**config.mk**
```make
export PLATFORM = sky130hd
export DESIGN_NAME = mvt_merge
export DESIGN_NICKNAME = d
export VERILOG_FILES = /design/src/design/mvt_pkg.sv /design/src/design/mvt_merge.sv
export SDC_FILE = /design/constraint.sdc
export NUM_CORES = 1
export LEC_CHECK = 0
export BUFFER_PORTS_ARGS = -buffer_cell sky130_fd_sc_hd__buf_2
export CORE_MARGIN = 3
export CORE_UTILIZATION = 41
export CTS_CLUSTER_SIZE = 28
export DETAILED_ROUTE_END_ITERATION = 8
export PLACE_DENSITY = 0.79
export REMOVE_ABC_BUFFERS = 1
export SYNTH_ARGS = -nofsm -noshare
export SYNTH_HDL_FRONTEND = slang
export SYNTH_SLANG_ARGS = --single-unit
```
**constraint.sdc**
```tcl
create_clock -name clk -period 4.2 [get_ports clk]
set_clock_uncertainty 0.05 [all_clocks]
set_input_delay 0.42 -clock clk [delete_from_list [all_inputs] [get_ports clk]]
set_output_delay 0.42 -clock clk [all_outputs]
set_load 0.02 [all_outputs]
```
**src/design/mvt_pkg.sv**
```systemverilog
// ----------------------------------------------------------------------------
// mvt_pkg: shared types and constants for the 4x4 matrix-vector transform
// Element and word types, pipeline sizing and the lane control bundle.
// ----------------------------------------------------------------------------
package mvt_pkg;

  // Fixed-point element width and default fraction bits.
  localparam int ELEM_WIDTH    = 32;
  localparam int FRAC_BITS_DEF = 16;

  // Matrix dimension, element count and index width.
  localparam int DIM      = 4;
  localparam int NUM_ELEM = DIM * DIM;
  localparam int IDX_W    = $clog2(NUM_ELEM);

  // Full-width product and the accumulator that holds the sum of DIM products.
  localparam int PROD_W = 2 * ELEM_WIDTH;
  localparam int ACC_W  = PROD_W + $clog2(DIM);

  // Operation codes of a command word.
  localparam logic OP_WRITE     = 1'b0;
  localparam logic OP_TRANSFORM = 1'b1;

  typedef logic signed [ELEM_WIDTH-1:0] mvt_elem_t;
  typedef logic signed [PROD_W-1:0]     mvt_prod_t;
  typedef logic signed [ACC_W-1:0]      mvt_acc_t;

  // Command word.
  typedef struct packed {
    logic             op;
    logic [IDX_W-1:0] elem_index;
    mvt_elem_t        elem_value;
    mvt_elem_t        vec_x;
    mvt_elem_t        vec_y;
    mvt_elem_t        vec_z;
    mvt_elem_t        vec_w;
  } mvt_cmd_t;

  // Response word.
  typedef struct packed {
    mvt_elem_t res_x;
    mvt_elem_t res_y;
    mvt_elem_t res_z;
    mvt_elem_t res_w;
    logic      saturated;
  } mvt_rsp_t;

  // Per-stage load enables handed to every lane.
  typedef struct packed {
    logic prod_en;
    logic sum_en;
    logic sat_en;
  } mvt_adv_t;

  // One lane's finished component.
  typedef struct packed {
    mvt_elem_t value;
    logic      sat;
  } mvt_lane_res_t;

endpackage

```
**src/design/mvt_merge.sv**
```systemverilog
// ----------------------------------------------------------------------------
// mvt_merge: output stage
// Gathers the four lane components into one response word, combines the
// saturation flags and holds the word until the receiver takes it.
// ----------------------------------------------------------------------------
module mvt_merge
  import mvt_pkg::*;
(
  input  logic                     clk,
  input  logic                     rst,
  input  logic                     lanes_valid,
  input  mvt_lane_res_t [DIM-1:0]  lanes,
  output logic                     take,
  output logic                     rsp_valid,
  input  logic                     rsp_stall,
  output mvt_rsp_t                 rsp_word
);

  mvt_rsp_t rsp_word_next;

  // The output register loads whenever it is empty or its word is taken.
  assign take = !rsp_valid || !rsp_stall;

  // Combine the lanes into one word.
  always_comb begin
    rsp_word_next.res_x     = lanes[0].value;
    rsp_word_next.res_y     = lanes[1].value;
    rsp_word_next.res_z     = lanes[2].value;
    rsp_word_next.res_w     = lanes[3].value;
    rsp_word_next.saturated = lanes[0].sat | lanes[1].sat | lanes[2].sat | lanes[3].sat;
  end

  always_ff @(posedge clk) begin
    if (rst) begin
      rsp_valid <= 1'b0;
    end else if (take) begin
      rsp_valid <= lanes_valid;
    end
  end

  always_ff @(posedge clk) begin
    if (take) begin
      rsp_word <= rsp_word_next;
    end
  end

endmodule

```
-- Yosys cells after proc, flatten, opt, wreduce, memory -nomap -nowiden
Cells that the tools add are included.
- $add $sub $neg: 0
- multipliers: 0
- divide/modulo/power cells: 0
- magnitude comparators: 0
- equality and inequality tests: 0
- shift operators: 0
- muxes and demuxes: 0
- bitwise operators: 3
- reduce and logical (&&, ||, !) cells: 3
- operators with widths (operator ; number):
    bitwise OR 1 bit ; 3
    logical NOT 1 bit ; 2
    logical OR 1 bit ; 1
- flip-flop bits (word level): 130
- latch bits: 0
- bits in writable memories: 0
- ROM bits: 0
- word-level logic and storage cells: 12
- memories: 0

-- Logic depth before layout (Yosys ltp)
Gate-level depths: netlist of run 1.
- depth in word-level cells: 3
- mapped depth: 2

-- Least setup slack after synthesis of run 1
OpenSTA, ideal clock, no wires.
- path type: flip-flop to flip-flop
- start: register rsp_valid
- end: register rsp_word[0] (netlist bit) (enable)
- setup time: 1.158 ns
- arrival: 2.694 ns
- required time: 2.992 ns
- setup slack: 0.298 ns
- stages on the path, launching flop included: 2
- buffers on the path: 0
- clock period less this slack: 3.902 ns
- cell sequence: dfxtp_1 > nand2_1
- longest elaborated chain between the ends: 2
- RTL lines (what ; line ; source):
    start: declaration ; mvt_merge.sv:14 ; output logic rsp_valid,
    start signal: assignment ; mvt_merge.sv:37 ; rsp_valid <= lanes_valid;
    logical NOT 1 bit ; mvt_merge.sv:22 ; assign take = !rsp_valid || !rsp_stall;
    logical OR 1 bit ; mvt_merge.sv:22 ;
    named net take ; mvt_merge.sv:13 ; output logic take,
    end signal: assignment ; mvt_merge.sv:43 ; rsp_word <= rsp_word_next;
    end: declaration ; mvt_merge.sv:16 ; output mvt_rsp_t rsp_word
The timed path passes the listed nets, and every way through them passes these cells.
A chain may end at the register's enable or synchronous reset.

-- Final worst setup path of run 1
- start: register rsp_valid
- end: output take
- longest elaborated chain between the ends: 2
- RTL lines (what ; line):
    logical NOT 1 bit ; mvt_merge.sv:22
    logical OR 1 bit ; mvt_merge.sv:22
    end: declaration ; mvt_merge.sv:13
Every way passes these cells.

==> impl_metrics.ini, run 1 <==
[run_status]
status = finished clean

[global_route]
grt_max_degree = 69
grt_pass1_wl_mm = 14.9
grt_pass1_vias = 2649
antenna_found_initial = 0
grt_usage_pct = 18.9
grt_overflow = 0

[route]
first_pass_iters = 5
routedWlPerCell_um = 18.1
drtIter0Drc = 145
drt-vias-per-instance = 4.39
highest_layer = met4
wl_met2_mm = 5.33
drc = 0
wl_met3_mm = 1.13
drtAntennaViolNets = 0
via_count = 2466
drt-total-wl_mm = 10.2
wl_met1_mm = 3.55

[synth]
yosysUniqueCellTypes = 6
yosys.area.top_type = edfxtp_1
synth_top_family_by_area = simple AND/OR/NAND/NOR gates
synthXorXnorAreaFrac_pct = 0
synthMuxAreaShare_pct = 0
yosys.area_share.simple_pct = 0.384
synth_top_area_share_pct = 99.0
ys_warn_count = 0
synth_area_leaders = edfxtp_1 (99%), dfxtp_1 (0.51%), or4_1 (0.19%)
ys_seq_area_share_pct = 99.5
synth_area_um2 = 3910
synth_compound_area_share_pct = 0.128
synth_cells = 134
avgSynthCellArea_um2 = 29.2
synth_adder_area_share_pct = 0
synth-seq-cells = 130

[critical_path]
required_ns = 3.73
path_max_fanout = 68
rr_worst_depth = 2
r2r_start = rsp_valid
critical_path.max_stage_delay_ns = 0.62
arrival_ns = 1.81
cp-end-kind = output pin
cp-endpoint = take
worstSetupPathType = reg -> out
critPathSlowestCell = nand2_4
crit_start = rsp_valid
regToRegEndpoint = rsp_word[73]
reg2reg_slack_ns = 2.38
crit_path_start_kind = flip-flop
crit_chain = nand2_4 -> buf_2
crit_family = simple AND/OR/NAND/NOR gates
path_depth = 2
path_buf_inv = 1

[floorplan]
die-area_um2 = 10800
rows = 35
core-area_um2 = 9240
io_pins = 267
die_x_um = 104
dieHeight_um = 104
initial_core_util_pct = 42.4

[clocking]
cts_sinks = 130
worstSkewPairLatency_ns = 0.49
post_cts_resized = 0
clock_path_buffers = 2
cts_max_level = 4
cts_root_buffer = clkbuf_8
path_clk_slew_ns = 0.06
cts_tree = done
cts_buffers = 17

[placed_design]
io_buffers = 266
gp_congestion = 0.874
placedCellCount = 530

[timing]
rsz0062_at_grt = false
hold_violations = 0
finalCritPeriodShare_pct = 54.2
max_freq_mhz = 439
final_max_slew_viol_count = 0
setup_viol = 0
layout_min_cycle_time_ns = 2.28
worstMarginPinSlew_ns = 0.874
fin_tns_setup_ns = 0
slew_headroom_pct = 41.7

[min_path]
hold_class = in -> reg
hold_path_depth = 1

[finish]
area_delta_synth_final_pct = 54.3
multiInputGateArea_um2 = 27.5
drive_above_1_share_pct = 69.1
layout.nets = 557
antenna_cells = 0
final_cell_mix = buf_2 (266), edfxtp_1 (129), clkbuf_16 (16)
seqCellArea_um2 = 3890
final.fill_count = 667
final_common_cell = buf_2
fin_cells = 562

[pwr]
p_total_w = 0.00329
powerDensity_nw_per_um2 = 545
ir_drop_mv = 0.304
p_leak_nw = 2.70

[flow_run]
maxCapViolCount = 0
[routing by layer]
| layer | vias up | track usage (%) |
|---|---|---|
| met4 | 0 | 7.12 |
| li1 | 1123 | - |
| met5 | - | 0 |
| met1 | 1168 | 19.4 |
| met2 | 161 | 32.6 |
| met3 | 14 | 10.2 |
[timing repair]
action | CTS | global route
buffers inserted | 0 | 0
hold buffers | 1 | 0
hold endpoints to repair | 1 | 0
endpoints found under the setup margin | 0 | 0
[where the power goes]
part           switching, W  total [W]  internal [W]
Clock              0.000541    0.00145      0.000910
Combinational      0.000188   0.000291      0.000102
Sequential        0.0000228    0.00155       0.00153
Total              0.000752    0.00329       0.00254
[Yosys cell counts]
cell and number:
a21oi_1 1, dfxtp_1 1, edfxtp_1 129, or4_1 1, nor2_1 1, nand2_1 1
[registers in the layout, indices dropped and copies added (netlist names)]
name,cells
rsp_word,129
rsp_valid,1
[final cells by class]
type	count	share of cell area (%)
Timing Repair Buffer	268	22.5
Clock inverter	14	2.98
Multi-Input combinational cell	4	0.456
Tap cell	129	2.67
Sequential cell	130	64.5
Clock buffer	17	6.86
[metrics by stage]
| stage | hold WS [ns] | util, % | instance area (um2) | setup WS [ns] |
|---|---|---|---|---|
| floorplan | 0.442 | - | 3910 | 0.298 |
| global placement | 0.493 | 58.8 | 5430 | 2.23 |
| detailed placement | 0.532 | 58.8 | 5430 | 2.18 |
| CTS | 0.0131 | 65.3 | 6040 | 1.89 |
| global route | 0.00833 | 65.3 | 6040 | 1.78 |
| finish | 0.0443 | 65.3 | 6040 | 1.92 |
[worst min path at each step]
stage	start	slack (ns)	end
floorplan	rst	0.44	rsp_valid
global placement	rsp_valid	0.49	rsp_valid
detailed placement	rst	0.53	rsp_valid
CTS	lanes[90]	0.01	rsp_word[56]
global route	lanes[106]	0.008	rsp_word[7]
finish	lanes[75]	0.04	rsp_word[41]
[kinds of logic after synthesis]
family,after synthesis
DFF,130
AOI/OAI and AO/OA,1
and+or+nand+nor,3
No activity file was read; power rests on OpenSTA's default activity.
==> run 2, diff against run 1 <==
--- a/config.mk
+++ b/config.mk
@@ -7,10 +7,10 @@
 export LEC_CHECK = 0
 export BUFFER_PORTS_ARGS = -buffer_cell sky130_fd_sc_hd__buf_2
 export CORE_MARGIN = 3
-export CORE_UTILIZATION = 41
+export CORE_UTILIZATION = 37
 export CTS_CLUSTER_SIZE = 28
 export DETAILED_ROUTE_END_ITERATION = 8
-export PLACE_DENSITY = 0.79
+export PLACE_DENSITY = 0.76
 export REMOVE_ABC_BUFFERS = 1
 export SYNTH_ARGS = -nofsm -noshare
 export SYNTH_HDL_FRONTEND = slang
==> constraint.sdc (replaced) <==
create_clock -name clk -period 2 [get_ports clk]
set_clock_uncertainty 0.05 [all_clocks]
set_input_delay 0.2 -clock clk [delete_from_list [all_inputs] [get_ports clk]]
set_output_delay 0.2 -clock clk [all_outputs]
set_load 0.02 [all_outputs]
==> impl_metrics.ini, run 2 <==
[floorplan]
die_x_um = 109
io_pins = 267
rows = 36
initial_core_util_pct = 39.0
dieHeight_um = 109

[placed_design]
io_buffers = 266
placed_cell_area_um2 = 5470
pre_cts_ws_ns = 0.657
gp_congestion = 0.720

[synth]
synth-edff-count = 129
yosys.area.top_type = edfxtp_1
synth_cells = 134
yosysUniqueCellTypes = 6
synthArstFlopShare_pct = 0
ys_seq_area_share_pct = 99.5
synth_flop_cell = edfxtp_1
synth-seq-cells = 130
synth_area_um2 = 3910
synth_area_leaders = edfxtp_1 (99%), dfxtp_1 (0.51%), or4_1 (0.19%)
ys_warn_count = 0
yosys.cell_count.top_type = edfxtp_1
avgSynthCellArea_um2 = 29.2
synth_top_area_share_pct = 99.0

[clocking]
cts_max_level = 4
clock_path_buffers = 2
cts_buffers = 17
post_cts_resized = 0
post-cts-setup-buffer-count = 0
cts_root_buffer = clkbuf_8
cts_sinks = 130
cts_hold_buf = 114

[run_status]
stop_stage = 4_1_cts
toolErrorMsg = [ERROR RSZ-0060] Max buffer count reached.
status = stopped before the end
[run 2: cell counts after synthesis]
No cell type changed its count.
[run 2: cell families after synthesis]
| group | synth area share, % |
|---|---|
| compound gates | 0.128 |
| simple gates | 0.384 |
| flops | 99.5 |
[run 2: per-stage QoR]
step,std cells,TNS (ns)
after floorplan,134,-246.82
after global placement,536,0
after detailed placement,536,0
==> run 3, diff against run 2 <==
--- a/config.mk
+++ b/config.mk
@@ -7,10 +7,9 @@
 export LEC_CHECK = 0
 export BUFFER_PORTS_ARGS = -buffer_cell sky130_fd_sc_hd__buf_2
 export CORE_MARGIN = 3
-export CORE_UTILIZATION = 37
-export CTS_CLUSTER_SIZE = 28
+export CORE_UTILIZATION = 34
 export DETAILED_ROUTE_END_ITERATION = 8
-export PLACE_DENSITY = 0.76
+export PLACE_DENSITY_LB_ADDON = 0.15
 export REMOVE_ABC_BUFFERS = 1
 export SYNTH_ARGS = -nofsm -noshare
 export SYNTH_HDL_FRONTEND = slang
==> constraint.sdc (replaced) <==
create_clock -name clk -period 2.6 [get_ports clk]
set_clock_uncertainty 0.05 [all_clocks]
set_input_delay 0.26 -clock clk [delete_from_list [all_inputs] [get_ports clk]]
set_output_delay 0.26 -clock clk [all_outputs]
set_load 0.02 [all_outputs]
==> impl_metrics.ini, run 3 <==
[synth]
synth_cells = 134
synth_area_um2 = 3910
ys_warn_count = 0
synth-edff-count = 129
synth_area_leaders = edfxtp_1 (99%), dfxtp_1 (0.51%), or4_1 (0.19%)
yosys.area.top_type = edfxtp_1
synth-seq-cells = 130
avgSynthCellArea_um2 = 29.2
synthArstFlopShare_pct = 0
yosys.cell_count.top_type = edfxtp_1
synth_flop_cell = edfxtp_1
yosysUniqueCellTypes = 6
synth_top_area_share_pct = 99.0
ys_seq_area_share_pct = 99.5

[run_status]
stop_stage = 4_1_cts
toolErrorMsg = [ERROR RSZ-0060] Max buffer count reached.
status = stopped before the end

[placed_design]
gp_congestion = 0.703
placedCellCount = 542
pre_cts_ws_ns = 1.27
placed_cell_area_um2 = 5470
io_buffers = 266

[clocking]
cts_sinks = 130
cts_max_level = 4
post-cts-setup-buffer-count = 0
clock_path_buffers = 2
cts_hold_buf = 116
cts_root_buffer = clkbuf_16
post_cts_resized = 0
cts_buffers = 17

[floorplan]
die_x_um = 113
io_pins = 267
initial_core_util_pct = 35.5
dieHeight_um = 113
rows = 38
==> run 3: cell counts after synthesis <==
Identical to the previous run, type by type.
==> run 3: logic make-up after synthesis <==
family	share of synthesized area, %
flops	99.5
compound gates	0.128
simple gates	0.384
==> run 3: through the flow <==
stage | hold WS [ns] | setup TNS (ns)
floorplan | 0.282 | -168.88
global placement | 0.371 | 0
detailed placement | 0.374 | 0
